### config.mk
export PLATFORM = sky130hd
export DESIGN_NAME = text_stream_visualize_number_unit
export DESIGN_NICKNAME = d
export VERILOG_FILES = /design/src/sv/tsvn_pkg.sv /design/src/sv/tsvn_queue.sv /design/src/sv/tsvn_front.sv /design/src/sv/tsvn_back.sv /design/src/sv/text_stream_visualize_number_unit.sv
export SDC_FILE = /design/constraint.sdc
export NUM_CORES = 1
export LEC_CHECK = 0
export BUFFER_PORTS_ARGS = -buffer_cell sky130_fd_sc_hd__buf_2
export CORE_MARGIN = 5
export CORE_UTILIZATION = 35
export DETAILED_ROUTE_END_ITERATION = 10
export SETUP_SLACK_MARGIN = 0.02
export SLEW_MARGIN = 0
export SYNTH_ARGS = -nofsm -noshare
export SYNTH_HDL_FRONTEND = slang
export SYNTH_HIERARCHICAL = 1
export SYNTH_SLANG_ARGS = --single-unit
export TNS_END_PERCENT = 10
### constraint.sdc
create_clock -name clk -period 4.5 [get_ports clk]
set_input_delay 0.675 -clock clk [delete_from_list [all_inputs] [get_ports clk]]
set_output_delay 0.675 -clock clk [all_outputs]
set_load 0.005 [all_outputs]
### src/sv/tsvn_pkg.sv
package tsvn_pkg;

  // Character codes used in the rendered stream.
  localparam logic [7:0] CH_TAB    = 8'd9;
  localparam logic [7:0] CH_NL     = 8'd10;
  localparam logic [7:0] CH_SPACE  = 8'd32;
  localparam logic [7:0] CH_DOLLAR = 8'd36;
  localparam logic [7:0] CH_DASH   = 8'd45;
  localparam logic [7:0] CH_ZERO   = 8'd48;
  localparam logic [7:0] CH_QMARK  = 8'd63;
  localparam logic [7:0] CH_I      = 8'd73;
  localparam logic [7:0] CH_M      = 8'd77;
  localparam logic [7:0] CH_CARET  = 8'd94;
  localparam logic [7:0] CH_DEL    = 8'd127;

  // Configuration register indexes.
  localparam int unsigned CFG_IDX_W = 3;
  localparam logic [CFG_IDX_W-1:0] CFG_SQUEEZE_BLANK    = 3'd0;
  localparam logic [CFG_IDX_W-1:0] CFG_NUMBER_ALL       = 3'd1;
  localparam logic [CFG_IDX_W-1:0] CFG_NUMBER_NONBLANK  = 3'd2;
  localparam logic [CFG_IDX_W-1:0] CFG_SHOW_ENDS        = 3'd3;
  localparam logic [CFG_IDX_W-1:0] CFG_SHOW_TABS        = 3'd4;
  localparam logic [CFG_IDX_W-1:0] CFG_SHOW_NONPRINTING = 3'd5;

  // Depth of the queue between the front and back ends.
  localparam int unsigned QUEUE_DEPTH = 2;

  // Mode bits, as held in the configuration registers.
  typedef struct packed {
    logic squeeze_blank;
    logic number_all;
    logic number_nonblank;
    logic show_ends;
    logic show_tabs;
    logic show_nonprinting;
  } tsvn_cfg_t;

  // Classified item: what the back end has to emit, apart from the number digits.
  typedef struct packed {
    logic            has_num;
    logic            dollar;
    logic [1:0]      body_last;
    logic [3:0][7:0] body;
  } tsvn_job_t;

endpackage

### src/sv/tsvn_queue.sv
module tsvn_queue import tsvn_pkg::*; #(
  parameter int unsigned WIDTH = 36,
  parameter int unsigned DEPTH = 2
) (
  input  logic             clk,
  input  logic             rst_n,
  input  logic             push,
  input  logic [WIDTH-1:0] wdata,
  output logic             full,
  input  logic             pop,
  output logic             valid,
  output logic [WIDTH-1:0] rdata
);

  localparam int unsigned PW = (DEPTH > 1) ? $clog2(DEPTH) : 1;
  localparam int unsigned CW = $clog2(DEPTH + 1);

  logic [WIDTH-1:0] mem_r [DEPTH];
  logic [PW-1:0]    rd_ptr_r, wr_ptr_r;
  logic [CW-1:0]    count_r;

  assign full  = (count_r == CW'(DEPTH));
  assign valid = (count_r != '0);
  assign rdata = mem_r[rd_ptr_r];

  // Entry storage.
  always_ff @(posedge clk) begin
    if (push) begin
      mem_r[wr_ptr_r] <= wdata;
    end
  end

  // Pointers and fill count.
  always_ff @(posedge clk) begin
    if (!rst_n) begin
      rd_ptr_r <= '0;
      wr_ptr_r <= '0;
      count_r  <= '0;
    end else begin
      if (push) begin
        wr_ptr_r <= (wr_ptr_r == PW'(DEPTH - 1)) ? '0 : wr_ptr_r + 1'b1;
      end
      if (pop) begin
        rd_ptr_r <= (rd_ptr_r == PW'(DEPTH - 1)) ? '0 : rd_ptr_r + 1'b1;
      end
      if (push && !pop) begin
        count_r <= count_r + 1'b1;
      end else if (pop && !push) begin
        count_r <= count_r - 1'b1;
      end
    end
  end

  a_no_overflow: assert property (@(posedge clk) disable iff (!rst_n)
    count_r <= CW'(DEPTH))
    else $error("queue count exceeds depth");

  a_pop_nonempty: assert property (@(posedge clk) disable iff (!rst_n)
    pop |-> count_r != '0)
    else $error("queue popped while empty");

endmodule

### src/sv/tsvn_front.sv
module tsvn_front import tsvn_pkg::*; #(
  parameter int unsigned NUMBER_DIGITS = 6
) (
  input  logic                       clk,
  input  logic                       rst_n,
  input  tsvn_cfg_t                  cfg,
  input  logic                       accept,
  input  logic [7:0]                 in_byte,
  output logic                       push,
  output tsvn_job_t                  job,
  output logic [4*NUMBER_DIGITS-1:0] bcd
);

  localparam int unsigned BW = 4 * NUMBER_DIGITS;

  logic [7:0]    prev_r;
  logic [1:0]    run_r, run_nxt;
  logic [BW-1:0] bcd_r, bcd_nxt;
  logic          prev_nl, drop, numbered, all_nines, carry;
  logic [3:0]    digit;
  logic [6:0]    lo;

  // Blank-line squeezing and line-start numbering decision.
  always_comb begin
    prev_nl = (prev_r == CH_NL);
    run_nxt = run_r;
    if (cfg.squeeze_blank) begin
      if (prev_nl) begin
        run_nxt = (run_r == 2'd2) ? 2'd2 : run_r + 2'd1;
      end else begin
        run_nxt = 2'd0;
      end
    end
    drop = cfg.squeeze_blank && (in_byte == CH_NL) && (run_nxt > 2'd1);
    if (cfg.number_nonblank) begin
      numbered = !drop && prev_nl && (in_byte != CH_NL);
    end else begin
      numbered = !drop && prev_nl && cfg.number_all;
    end
  end

  // Saturating BCD increment of the line counter, one digit carry at a time.
  always_comb begin
    all_nines = 1'b1;
    carry     = 1'b1;
    bcd_nxt   = bcd_r;
    digit     = 4'd0;
    for (int i = 0; i < NUMBER_DIGITS; i++) begin
      digit = bcd_r[4*i +: 4];
      if (digit != 4'd9) begin
        all_nines = 1'b0;
      end
      if (carry) begin
        if (digit >= 4'd9) begin
          bcd_nxt[4*i +: 4] = 4'd0;
        end else begin
          bcd_nxt[4*i +: 4] = digit + 4'd1;
          carry = 1'b0;
        end
      end
    end
    if (all_nines) begin
      bcd_nxt = bcd_r;
    end
  end

  // Rendering of the byte itself.
  always_comb begin
    lo = in_byte[6:0];
    job.has_num   = numbered;
    job.dollar    = cfg.show_ends && (in_byte == CH_NL);
    job.body      = '0;
    job.body_last = 2'd0;
    job.body[0]   = in_byte;
    if (cfg.show_tabs && in_byte == CH_TAB) begin
      job.body[0]   = CH_CARET;
      job.body[1]   = CH_I;
      job.body_last = 2'd1;
    end else if (cfg.show_nonprinting && in_byte[7]) begin
      job.body[0] = CH_M;
      job.body[1] = CH_DASH;
      if (lo[6:5] == 2'b00) begin
        job.body[2]   = CH_CARET;
        job.body[3]   = {3'b010, lo[4:0]};
        job.body_last = 2'd3;
      end else if (lo == CH_DEL[6:0]) begin
        job.body[2]   = CH_CARET;
        job.body[3]   = CH_QMARK;
        job.body_last = 2'd3;
      end else begin
        job.body[2]   = {1'b0, lo};
        job.body_last = 2'd2;
      end
    end else if (cfg.show_nonprinting && in_byte[7:5] == 3'b000 &&
                 in_byte != CH_TAB && in_byte != CH_NL) begin
      job.body[0]   = CH_CARET;
      job.body[1]   = {3'b010, in_byte[4:0]};
      job.body_last = 2'd1;
    end else if (cfg.show_nonprinting && in_byte == CH_DEL) begin
      job.body[0]   = CH_CARET;
      job.body[1]   = CH_QMARK;
      job.body_last = 2'd1;
    end
  end

  assign push = accept && !drop;
  assign bcd  = bcd_r;

  // Stream state, updated for every accepted item.
  always_ff @(posedge clk) begin
    if (!rst_n) begin
      prev_r <= CH_NL;
      run_r  <= 2'd0;
      bcd_r  <= BW'(1);
    end else if (accept) begin
      prev_r <= in_byte;
      run_r  <= run_nxt;
      if (numbered) begin
        bcd_r <= bcd_nxt;
      end
    end
  end

endmodule

### src/sv/tsvn_back.sv
module tsvn_back import tsvn_pkg::*; #(
  parameter int unsigned NUMBER_DIGITS = 6
) (
  input  logic                       clk,
  input  logic                       rst_n,
  input  logic                       q_valid,
  input  tsvn_job_t                  q_job,
  input  logic [4*NUMBER_DIGITS-1:0] q_bcd,
  output logic                       q_pop,
  output logic                       out_empty,
  input  logic                       out_pop,
  output logic [7:0]                 out_byte,
  output logic                       out_run_end
);

  localparam int unsigned BW = 4 * NUMBER_DIGITS;
  localparam int unsigned KW = $clog2(NUMBER_DIGITS + 6);
  localparam logic [KW-1:0] POS_TAB    = KW'(NUMBER_DIGITS);
  localparam logic [KW-1:0] POS_DOLLAR = KW'(NUMBER_DIGITS + 1);
  localparam logic [KW-1:0] POS_BODY   = KW'(NUMBER_DIGITS + 2);

  tsvn_job_t       cur_r;
  logic [BW-1:0]   cur_bcd_r;
  logic            cur_valid_r;
  logic [KW-1:0]   k_r, k_start, k_last, k_next, body_pos;
  logic            out_valid_r, out_run_end_r;
  logic [7:0]      out_byte_r, byte_now;
  logic            out_free, emit, last, load;
  logic            zero_above;
  logic [NUMBER_DIGITS-1:0] lead;

  // Step control: one result byte per cycle while the output register is free.
  always_comb begin
    out_free = !out_valid_r || out_pop;
    emit     = cur_valid_r && out_free;
    k_last   = POS_BODY + KW'(cur_r.body_last);
    last     = (k_r == k_last);
    load     = q_valid && (!cur_valid_r || (emit && last));
    k_next   = (k_r == POS_TAB && !cur_r.dollar) ? POS_BODY : k_r + 1'b1;
    if (q_job.has_num) begin
      k_start = '0;
    end else if (q_job.dollar) begin
      k_start = POS_DOLLAR;
    end else begin
      k_start = POS_BODY;
    end
  end

  // Leading zero digits print as spaces, except the units digit.
  always_comb begin
    zero_above = 1'b1;
    lead       = '0;
    for (int i = NUMBER_DIGITS - 1; i >= 0; i--) begin
      zero_above = zero_above && (cur_bcd_r[4*i +: 4] == 4'd0);
      lead[i]    = zero_above && (i != 0);
    end
  end

  // Byte at the current position of the run.
  always_comb begin
    body_pos = k_r - POS_BODY;
    byte_now = cur_r.body[body_pos[1:0]];
    if (k_r == POS_TAB) begin
      byte_now = CH_TAB;
    end else if (k_r == POS_DOLLAR) begin
      byte_now = CH_DOLLAR;
    end
    for (int p = 0; p < NUMBER_DIGITS; p++) begin
      if (k_r == KW'(p)) begin
        byte_now = lead[NUMBER_DIGITS-1-p] ? CH_SPACE :
                   (CH_ZERO | {4'd0, cur_bcd_r[4*(NUMBER_DIGITS-1-p) +: 4]});
      end
    end
  end

  assign q_pop = load;

  // Current item and run position.
  always_ff @(posedge clk) begin
    if (!rst_n) begin
      cur_valid_r <= 1'b0;
      k_r         <= '0;
    end else if (load) begin
      cur_valid_r <= 1'b1;
      k_r         <= k_start;
    end else if (emit && last) begin
      cur_valid_r <= 1'b0;
    end else if (emit) begin
      k_r <= k_next;
    end
  end

  always_ff @(posedge clk) begin
    if (load) begin
      cur_r     <= q_job;
      cur_bcd_r <= q_bcd;
    end
  end

  // Output register.
  always_ff @(posedge clk) begin
    if (!rst_n) begin
      out_valid_r <= 1'b0;
    end else if (emit) begin
      out_valid_r <= 1'b1;
    end else if (out_pop) begin
      out_valid_r <= 1'b0;
    end
  end

  always_ff @(posedge clk) begin
    if (emit) begin
      out_byte_r    <= byte_now;
      out_run_end_r <= last;
    end
  end

  assign out_empty   = !out_valid_r;
  assign out_byte    = out_byte_r;
  assign out_run_end = out_run_end_r;

  a_pos_in_run: assert property (@(posedge clk) disable iff (!rst_n)
    cur_valid_r |-> k_r <= k_last)
    else $error("run position past the last byte");

  a_load_only_free: assert property (@(posedge clk) disable iff (!rst_n)
    load |-> (!cur_valid_r || (emit && last)))
    else $error("new item loaded over an unfinished run");

endmodule

### src/sv/text_stream_visualize_number_unit.sv
// An accepted item is held in the queue and then in the back end's current-item
// register before its first result byte goes to the output register. Throughput: the
// back end emits one result byte per cycle while its output register is free, so
// single-byte items then flow at one per cycle; a squeezed newline yields no output.
// Reset: modes off, line counter one, previous byte newline, queue and output empty.
module text_stream_visualize_number_unit import tsvn_pkg::*; #(
  parameter int unsigned NUMBER_DIGITS = 6
) (
  input  logic                 clk,
  input  logic                 rst_n,
  input  logic                 cfg_we,
  input  logic [CFG_IDX_W-1:0] cfg_index,
  input  logic [0:0]           cfg_data,
  input  logic                 in_push,
  output logic                 in_full,
  input  logic [7:0]           in_byte,
  output logic                 out_empty,
  input  logic                 out_pop,
  output logic [7:0]           out_byte,
  output logic                 out_run_end
);

  localparam int unsigned BW = 4 * NUMBER_DIGITS;
  localparam int unsigned QW = BW + $bits(tsvn_job_t);

  tsvn_cfg_t     cfg_r;
  tsvn_job_t     f_job, q_job;
  logic [BW-1:0] f_bcd, q_bcd;
  logic          f_push, q_valid, q_pop, accept;

  // Configuration registers.
  always_ff @(posedge clk) begin
    if (!rst_n) begin
      cfg_r <= '0;
    end else if (cfg_we) begin
      case (cfg_index)
        CFG_SQUEEZE_BLANK:    cfg_r.squeeze_blank    <= cfg_data[0];
        CFG_NUMBER_ALL:       cfg_r.number_all       <= cfg_data[0];
        CFG_NUMBER_NONBLANK:  cfg_r.number_nonblank  <= cfg_data[0];
        CFG_SHOW_ENDS:        cfg_r.show_ends        <= cfg_data[0];
        CFG_SHOW_TABS:        cfg_r.show_tabs        <= cfg_data[0];
        CFG_SHOW_NONPRINTING: cfg_r.show_nonprinting <= cfg_data[0];
        default: ;
      endcase
    end
  end

  assign accept = in_push && !in_full;

  tsvn_front #(.NUMBER_DIGITS(NUMBER_DIGITS)) u_front (
    .clk     (clk),
    .rst_n   (rst_n),
    .cfg     (cfg_r),
    .accept  (accept),
    .in_byte (in_byte),
    .push    (f_push),
    .job     (f_job),
    .bcd     (f_bcd)
  );

  tsvn_queue #(.WIDTH(QW), .DEPTH(QUEUE_DEPTH)) u_queue (
    .clk   (clk),
    .rst_n (rst_n),
    .push  (f_push),
    .wdata ({f_bcd, f_job}),
    .full  (in_full),
    .pop   (q_pop),
    .valid (q_valid),
    .rdata ({q_bcd, q_job})
  );

  tsvn_back #(.NUMBER_DIGITS(NUMBER_DIGITS)) u_back (
    .clk         (clk),
    .rst_n       (rst_n),
    .q_valid     (q_valid),
    .q_job       (q_job),
    .q_bcd       (q_bcd),
    .q_pop       (q_pop),
    .out_empty   (out_empty),
    .out_pop     (out_pop),
    .out_byte    (out_byte),
    .out_run_end (out_run_end)
  );

endmodule

==> flow_summary.json <==
{
  "drc_errors": 0,
  "routabilityCongestion": 0.8543,
  "grt_overflow": 0,
  "antenna_cells": 0,
  "ctsHoldBuffers": 0,
  "core-area_um2": 29800,
  "hold_violations": 0,
  "worstSetupPathType": "flop to flop",
  "ys_ff_latch": 239,
  "yosys_warnings": 6,
  "worst_slew_pin_slew_ps": 1035,
  "ys_seq_area_frac": 0.6288,
  "start_util": 0.3558,
  "grt_pass1_wl_mm": 33.17,
  "clock_latency_ps": 520,
  "critPathLaunch": "u_back/k_r[0]",
  "drv_cap": 0,
  "hpwlAfterDp_mm": 13.59,
  "die_h_um": 184.0,
  "synth_top_area_cell": "edfxtp_1",
  "synth_top_flop_cell": "edfxtp_1",
  "post_drt_wl_per_cell_um": 16.84,
  "async_flop_share": 0,
  "skew_ps": 14.65,
  "final_area_um2": 11970,
  "whs_ps": 464.4,
  "slew_violations": 0,
  "die_w_um": 184.0,
  "finalSetupTns_ps": 0,
  "drive_gt1_frac": 0.2066,
  "synth_top_area_share": 0.5325,
  "htree_num_levels": 1,
  "worstPathRequired_ps": 4840,
  "leakagePower_uw": 0.004229,
  "rr_worst_depth": 6,
  "rr_endpoint": "u_back/out_byte[2]",
  "worstSetupEndpoint": "u_back/out_byte[2]",
  "grt_setup_unrepaired": "no",
  "power_density_nw_per_um2": 571.1,
  "rows": 63,
  "period_share": 0.6172,
  "vias_per_cell": 4.964,
  "slew_headroom": 0.3101,
  "ys_types": 83,
  "ys_top_cells_by_area": "edfxtp_1 (53%), dfxtp_1 (9.6%), mux2_2 (6.4%)",
  "cts_resized": 0,
  "cts.clk_slew.worst_paths_ps": 60,
  "routed_wl_mm": 20.42,
  "hold_class": "flop to flop",
  "ioPinCount": 28,
  "end_kind": "flop",
  "ir_worst_vdd_uv": 308.8,
  "clock-root-buffer": "clkbuf_16",
  "track_usage": 0.1216,
  "cp.arrival_ps": 3120,
  "final_common_cell": "edfxtp_1",
  "setup_viol": 0,
  "synth_cells": 776,
  "syn-cell-area_um2": 10600,
  "cp-start-kind": "flop",
  "port_buffers": 27,
  "dieArea_um2": 33870,
  "initialDrtViolationCount": 390,
  "r2r-start": "u_back/k_r[0]",
  "fmax_mhz": 360.1,
  "tritoncts": "done",
  "synth_area_per_cell_um2": 13.66,
  "first_pass_iters": 5,
  "vias": 6021,
  "layout_common_cells": "edfxtp_1 (188), mux2_2 (60), nand2_1 (53)",
  "first_global_vias": 6008,
  "reg2reg_setup_slack_ps": 1720,
  "fin_crit_ps": 2777,
  "grt_max_degree": 64,
  "dpl_cell_area_um2": 11090,
  "cts_buffer_depth": 3,
  "synth_edf_count": 188,
  "antenna_left": 0,
  "cts_buffers": 26,
  "antenna_found_initial": 0,
  "outcome": "completed",
  "num-nets-final": 844,
  "clock_sinks": 239,
  "cts_setup_buffers": 0,
  "area_growth_pct": 12.90,
  "crit_path_max_fanout": 16
}
[per-layer routing]
metal | part of all wire | global-route usage | up-vias | routed length [µm]
li1 | - | - | 2984 | -
met1 | 0.51 | 0.1838 | 2911 | 10370
met2 | 0.44 | 0.1842 | 101 | 8917
met3 | 0.039 | 0.01840 | 25 | 790
met4 | 0.017 | 0.03017 | 0 | 340
met5 | 0 | 0 | - | 0
[cell usage after synthesis, drive strengths merged, types with 6 or more instances]
| cell | number |
|---|---|
| a21boi | 9 |
| a21o | 6 |
| a21oi | 22 |
| and2 | 13 |
| and3 | 6 |
| buf | 26 |
| clkbuf | 9 |
| dfxtp | 51 |
| edfxtp | 188 |
| ha | 24 |
| inv | 34 |
| mux2 | 60 |
| mux2i | 18 |
| mux4 | 8 |
| nand2 | 53 |
| nand2b | 9 |
| nand3 | 21 |
| nand4 | 7 |
| nor2 | 33 |
| nor2b | 15 |
| nor3 | 7 |
| nor4 | 8 |
| nor4b | 8 |
| o211ai | 8 |
| o21a | 14 |
| o21ai | 21 |
| o22ai | 6 |
| o31ai | 7 |
| or2 | 8 |
| or3 | 7 |
[kinds of logic after synthesis]
logic type / after synthesis / share of synthesized area
adder cells (fa/ha/maj): 24 / 0.02833
buffers and inverters: 70 / 0.03139
multiplexers: 86 / 0.09772
AND/OR/NAND/NOR: 223 / 0.1217
flip-flops: 239 / 0.6288
AO/OA/AOI/OAI: 127 / 0.08604
other: 1 / 0.0003537
XOR/XNOR: 6 / 0.005666
[flip-flops by register name (all words and copies together) (netlist names), 2 cells and up, named ones only]
signal,count
u_front/run_r,2
u_queue/mem_r,120
u_back/k_r,4
u_front/bcd,24
u_back/cur_bcd_r,24
u_back/cur_r,35
u_front/prev_r,8
u_queue/count_r,2
u_back/out_byte,8
cfg_r,6
[metrics by stage]
step / util / cells / worst slack (ps) / total power [µW]
2_1_floorplan: - / 778 / 779.0 / 4318
3_3_place_gp: 0.3722 / 1165 / 1549 / 4744
3_5_place_dp: 0.3722 / 1165 / 1531 / 4759
4_1_cts: 0.4017 / 1213 / 1663 / 6927
5_1_grt: 0.4017 / 1213 / 1427 / 7215
6_report: 0.4017 / 1213 / 1723 / 6835
[report_power, final]
part | total (µW) | internal [µW] | leakage, µW | switching (µW)
registers | 3250 | 3000 | 0.00221 | 249
clock network | 2140 | 1300 | 0.000440 | 844
logic | 1440 | 628 | 0.00158 | 816
total | 6840 | 4930 | 0.00423 | 1910
[area by class of cell]
| class | instances | area (µm²) |
|---|---|---|
| Timing Repair Buffer | 33 | 180.2 |
| Fill cell | 2808 | 17830 |
| Tap cell | 390 | 488.0 |
| Inverter | 34 | 127.6 |
| Multi-Input combinational cell | 469 | 3626 |
| Clock buffer | 28 | 658.1 |
| Clock inverter | 20 | 221.5 |
| Sequential cell | 239 | 6668 |
[worst max-delay path, stage by stage (launching register included)]
cell	delay, ps
dfxtp_1	950
inv_1	160
ha_1	400
nor2_1	350
o21ai_0	150
a211oi_1	350
a2bb2oi_1	240
[worst min path at each step]
stage / endpoint / from / cells after the start / slack (ps)
global route: cfg_r[5] / cfg_index[1] / 3 / 500
detailed placement: u_front/prev_r[3] / u_front/prev_r[3] / 2 / 460
finish: u_front/run_r[0] / u_front/run_r[0] / 2 / 460
CTS: cfg_r[5] / cfg_index[0] / 3 / 470
global placement: u_front/run_r[1] / u_front/run_r[1] / 2 / 460
floorplan: u_front/prev_r[1] / u_front/prev_r[1] / 2 / 430
Power figures use the tool's default switching activity.
